[src/cxyz_pkg.sv]
package cxyz_pkg;

    localparam int FRAC_BITS = 16;
    localparam int VW = 24;
    // dividend width: 24 bits shifted by FRAC_BITS, or a 17x24 product
    localparam int NW = 48;
    // divisor width: sum of three 24-bit values
    localparam int DW = 26;
    localparam int QW = NW;
    localparam int STAGES = NW;

    localparam logic [VW-1:0] MAXV = {VW{1'b1}};
    localparam logic [VW-1:0] ONE_FX = VW'(1) << FRAC_BITS;
    localparam logic [VW-1:0] HUNDRED_FX = VW'(100) << FRAC_BITS;

    localparam logic [1:0] ST_OK = 2'd0;
    localparam logic [1:0] ST_DARK = 2'd1;
    localparam logic [1:0] ST_SAT = 2'd2;

    typedef struct packed {
        logic          mode;
        logic [VW-1:0] in_a;
        logic [VW-1:0] in_b;
        logic [VW-1:0] in_c;
    } in_word_t;

    typedef struct packed {
        logic [VW-1:0] out_a;
        logic [VW-1:0] out_b;
        logic [VW-1:0] out_c;
        logic [1:0]    status;
    } out_word_t;

    // side information carried alongside the two division lanes
    typedef struct packed {
        logic          vld;
        logic          mode;
        logic          force_zero;  // dark pixel or small sum
        logic          zero_div;    // y == 0 (mode 0) or sum == 0 (mode 1)
        logic          neg_z;       // x + y above one
        logic [1:0]    st;
        logic [VW-1:0] pass_a;      // mode 1 out_a
        logic [VW-1:0] pass_b;      // mode 0 out_b
    } side_t;

    // one lane of restoring division state
    typedef struct packed {
        logic [NW-1:0] num;
        logic [DW:0]   rem;
        logic [QW-1:0] quo;
    } lane_t;

endpackage

[src/cxyz_div_cell.sv]
module cxyz_div_cell
    import cxyz_pkg::*;
(
    input  logic          clk,
    input  logic          rst_n,
    input  side_t         side_in,
    input  lane_t         lane0_in,
    input  lane_t         lane1_in,
    input  logic [DW-1:0] den_in,
    output side_t         side_out,
    output lane_t         lane0_out,
    output lane_t         lane1_out,
    output logic [DW-1:0] den_out
);

    side_t         side_reg;
    lane_t         lane0_reg;
    lane_t         lane1_reg;
    logic [DW-1:0] den_reg;
    lane_t         lane0_next;
    lane_t         lane1_next;

    function automatic lane_t step(input lane_t l, input logic [DW-1:0] d);
        logic [DW:0]   r;
        logic [DW+1:0] t;
        lane_t         o;
        begin
            r = {l.rem[DW-1:0], l.num[NW-1]};
            t = {1'b0, r} - {2'b00, d};
            o.num = {l.num[NW-2:0], 1'b0};
            if (!t[DW+1])
            begin
                o.rem = t[DW:0];
                o.quo = {l.quo[QW-2:0], 1'b1};
            end
            else
            begin
                o.rem = r;
                o.quo = {l.quo[QW-2:0], 1'b0};
            end
            step = o;
        end
    endfunction

    always_comb
    begin
        lane0_next = step(lane0_in, den_in);
        lane1_next = step(lane1_in, den_in);
    end

    always_ff @(posedge clk or negedge rst_n)
    begin
        if (!rst_n)
        begin
            side_reg <= '0;
        end
        else
        begin
            side_reg <= side_in;
        end
    end

    always_ff @(posedge clk)
    begin
        lane0_reg           <= lane0_next;
        lane1_reg           <= lane1_next;
        den_reg             <= den_in;
    end

    assign side_out  = side_reg;
    assign lane0_out = lane0_reg;
    assign lane1_out = lane1_reg;
    assign den_out   = den_reg;

endmodule

[config.mk]
export PLATFORM = sky130hd
export DESIGN_NAME = cxyz_div_cell
export DESIGN_NICKNAME = d
export VERILOG_FILES = /design/src/cxyz_pkg.sv /design/src/cxyz_div_cell.sv
export SDC_FILE = /design/constraint.sdc
export NUM_CORES = 1
export LEC_CHECK = 0
export ABC_AREA = 1
export BUFFER_PORTS_ARGS = -buffer_cell sky130_fd_sc_hd__buf_2
export CAP_MARGIN = 20
export CORE_AREA = 2 2 258 260
export CTS_BUF_LIST = sky130_fd_sc_hd__clkbuf_4
export CTS_CLUSTER_DIAMETER = 40
export DETAILED_ROUTE_END_ITERATION = 8
export DIE_AREA = 0 0 260 262
export HOLD_SLACK_MARGIN = 0.15
export PLACE_DENSITY = 0.42
export SETUP_SLACK_MARGIN = 0.05
export SYNTH_ARGS = -nofsm -noshare
export SYNTH_HDL_FRONTEND = slang
export SYNTH_SLANG_ARGS = --single-unit
[constraint.sdc]
create_clock -name clk -period 0.8 [get_ports clk]
set_input_delay 0.08 -clock clk [delete_from_list [all_inputs] [get_ports clk]]
set_output_delay 0.08 -clock clk [all_outputs]
set_load 0.05 [all_outputs]
* After elaboration in Yosys (flattened, before gate mapping)
Index checks and enable logic that the tools add are counted.
** Word-level totals
- Register bits :: 325
- Bits of input ports :: 329
- Logic and storage cells :: 19
** Operators by class
- Add/subtract/negate cells :: 2
- Mux-type cells :: 2
** Operators by type and width (number)
- 75-bit 2-to-1 mux :: 2
- 27-bit by 26-bit subtractor with 28-bit output :: 2

* Depth between registers and ports, before layout
- Depth after elaboration :: 2
- Gate-level depth with buffers :: 16
- Depth with buffers taken out :: 15

* Least setup slack after synthesis
No wires, ideal clock.
- Path kind :: input to register
- From :: input port den_in[2]
- To :: register lane1_reg (netlist bit lane1_out[59])
- Library setup time :: 0.112 ns
- Arrival time :: 1.471 ns
- Data required time :: 0.688 ns
- Slack :: -0.783 ns
- Stages :: 13
- Path buffers :: 2
- Cells stage by stage :: inv_1 > ha_1 > or2_2 > nand3_2 > nand2_4 > nand2_2 > nand2_2 > nand2_1 > nand2_2 > buf_6 > buf_12 > nand2_1 > nand2_1
** RTL lines
- from (decl) :: RTL line cxyz_div_cell.sv:9 : input logic [DW-1:0] den_in,
- to (signal assigned) :: RTL line cxyz_div_cell.sv:66 : lane1_reg <= lane1_next;
- to (decl) :: RTL line cxyz_div_cell.sv:18 : lane_t lane1_reg;

==> impl_metrics.tcl <==
set metrics [dict create \
    postLayoutSetupSlackWorst_ns -0.804 \
    viasPerCell 3.90 \
    synthTopCellsByArea "dfxtp_1 47%, nand2_1 16%, dfrtp_1 12%" \
    fin_crit_ns 1.60 \
    gr-usage-met3_pct 8.21 \
    synth_top_area_share_pct 46.7 \
    ys_warn_count 0 \
    worstHoldPathType "in2reg" \
    p_per_area_mw_per_mm2 1830 \
    grt.busiest_layer "met2" \
    violations "hold timing, setup timing" \
    wire_per_inst_um 19.9 \
    fin_util_pct 47.8 \
    vias 15100 \
    report.final.slew_viol_count 0 \
    finalCritPeriodShare_pct 201 \
    io_pins 656 \
    finalHoldViolCount 14 \
    arrival_ns 2.32 \
    grt-ovfl-total 0 \
    syn_area_mm2 0.0116 \
    cp-start-kind "input port" \
    fill_cells 5842 \
    status "finished with violations" \
    worstPathRequired_ns 1.52 \
    cts-buffers-inserted 95 \
    fmax_ghz 0.623 \
    clk_pin_slew_ns 0.06 \
    drive_gt1_share_pct 56.8 \
    use_met2_pct 38.1 \
    ys_seq_area_share_pct 58.6 \
    nets 3290 \
    syn_to_final_growth_pct 170 \
    die_x_um 260 \
    fp.dieH_um 262 \
    drc_errors 0 \
    synth_most_common_cell "nand2_1" \
    synth_edf_count 0 \
    cts.sinks 325 \
    synth_ff_type "dfxtp_1" \
    peakVddDrop_v 0.000972 \
    dp_hpwl_um 54100 \
    drt_iter0_drc 555 \
    synth-seq-cells 325 \
    antenna_found_initial 20 \
    dr.pass1.iters 4 \
    drt-total-wl_um 76900 \
    grt_max_degree 37 \
    finalSetupViolations 381 \
    whs_ns -0.626 \
    dieArea_mm2 0.0681 \
    grt_util_all_layers_pct 21.6 \
    finalWeightedCongestion 0.918 \
    power_leakage_nw 15.0 \
    synth_cell_types 30 \
    syn_area_per_cell_um2 8.69 \
    start_util_pct 17.7 \
    met1_usage_pct 21.5 \
    path_class "in2reg" \
    ys_top_cells_by_count "484 x nand2_1, 270 x dfxtp_1, 213 x inv_1, 69 x nor2_1, 59 x nand3_1" \
    h-tree-depth 3 \
    clock-root-buffer "clkbuf_4" \
    cts_tree "yes" \
    synthArstFlopShare_pct 16.9 \
    row_count 94 \
    rsz0062_at_grt "yes" \
    io_buffers 649 \
    yosys.area.top_type "dfxtp_1" \
    syn_inst 1332 \
    grt_pass1_wl_um 106000 \
    crit_fanout 8 \
    drt.antenna.violating_nets 0 \
    cts_buffer_depth 3 \
    placeableCoreArea_mm2 0.0653 \
    grt_pass1_vias 16600 \
    cap_viol_max_count 0 \
    cp-end-kind "flop" \
    p_total_w 0.0572 \
]
==> placed cells by master (no fill, tap or decap), types with 9 or more instances in the layout <==
master         netlist  final
buf_12               2     75
buf_4                4    195
clkinvlp_4           0      9
diode_2              0     13
clkbuf_4             0    114
nor2_2               0     18
xor2_1              27     21
nand3_2              6     23
nand2_4              1     56
clkinv_2             0     10
ha_4                 0     46
inv_1              213    174
inv_2                2     27
nand2_2              8    137
nand3_1             59     29
buf_8                1    224
dfxtp_4              0     19
a21oi_1             26     14
clkinv_1             0     31
nand2_1            484    299
nor2_1              69     28
nand4_1             13     13
a21oi_2              0     11
nor2_4               1     24
dfrtp_1             55     50
nand3_4              0     13
buf_6                3     72
bufinv_16            0      9
buf_2                1    316
dfxtp_2              0    251
dlygate4sd3_1        0    604
==> critical path, cell delays in order <==
cell and delay (ns):
buf_2 0.07, dlygate4sd3_1 0.60, inv_4 0.08, ha_4 0.27
inv_1 0.07, nor3_4 0.19, nand2_2 0.12, nor3_4 0.24
nand2_4 0.09, nand2_8 0.13, clkinv_8 0.09, buf_12 0.16
nand2_4 0.06, nand2_2 0.05
==> where the power goes <==
part           leakage (nW)  switching [W]  internal, W  total, W
Clock                 0.770        0.00837      0.00988    0.0182
Combinational          11.3         0.0106      0.00954    0.0201
Sequential             2.92        0.00103       0.0178    0.0188
==> state kept, by name, summed over array words and instances, names as in the netlist <==
signal / flops
lane0_out: 122
den_out: 26
lane1_out: 122
side_out: 55
==> metrics by stage <==
step	cell area, um2	TNS (ns)	hold WS (ns)	worst slack [ns]	std cells
finish	31200	-242.70	-0.626	-0.804	3859
global route	31200	-276.38	-0.715	-0.865	3856
CTS	30300	-279.01	-0.723	-0.858	3842
detailed placement	18300	-63.32	0.0944	-1.21	3015
global placement	18300	-63.56	0.0963	-1.21	3015
floorplan	11900	-38.19	-0.216	-0.707	1333
==> routing by layer <==
layer / up-vias / part of all wire (%)
met5: - / 0.12
met4: 10 / 6.1
met3: 180 / 9.0
met2: 567 / 50
met1: 7058 / 34
li1: 7246 / -
==> cell families (layout without fill, tap and decap cells) <==
kind of cell	after synthesis	in the layout	synth area share, %
DFF	325	325	58.6
adders and majority gates	54	54	5.97
AOI/OAI and AO/OA	36	36	1.64
and+or+nand+nor	662	662	23.5
buffers and inverters	227	1876	8.16
other	1	15	0.0324
xor gates and xnor gates	27	27	2.04
==> cell type report <==
type / instances / area (um2) / area share (%)
inverters: 215 / 868 / 2.78
well taps: 864 / 1080 / 3.47
clock buffers: 114 / 856 / 2.74
clock inverters: 58 / 504 / 1.62
repair buffers: 1489 / 14800 / 47.6
diodes: 13 / 32.5 / 0.104
multi-input cells: 781 / 5820 / 18.7
flip-flops and latches: 325 / 7170 / 23.0
==> path summary, 6_finish.rpt <==
check / slack [ns] / cells past startpoint / from / to
max: -0.80 / 14 / den_in[25] / lane1_out[67]
min: -0.63 / 1 / den_in[18] / den_out[18]
max in group asynchronous: 0.11 / 4 / rst_n / side_out[5]
min in group asynchronous: 0.36 / 4 / rst_n / side_out[12]
==> timing repair <==
item / 4_1_cts / 5_1_grt
hold buffers: 608 / 75
resized for setup: 1329 / 242
endpoints found under the setup margin: 381 / 381
pin swaps: 113 / 104
hold endpoints to repair: 380 / 82
gates cloned: 8 / 0
setup buffers: 42 / 19
Note: power is estimated with default switching activity, not from simulation.
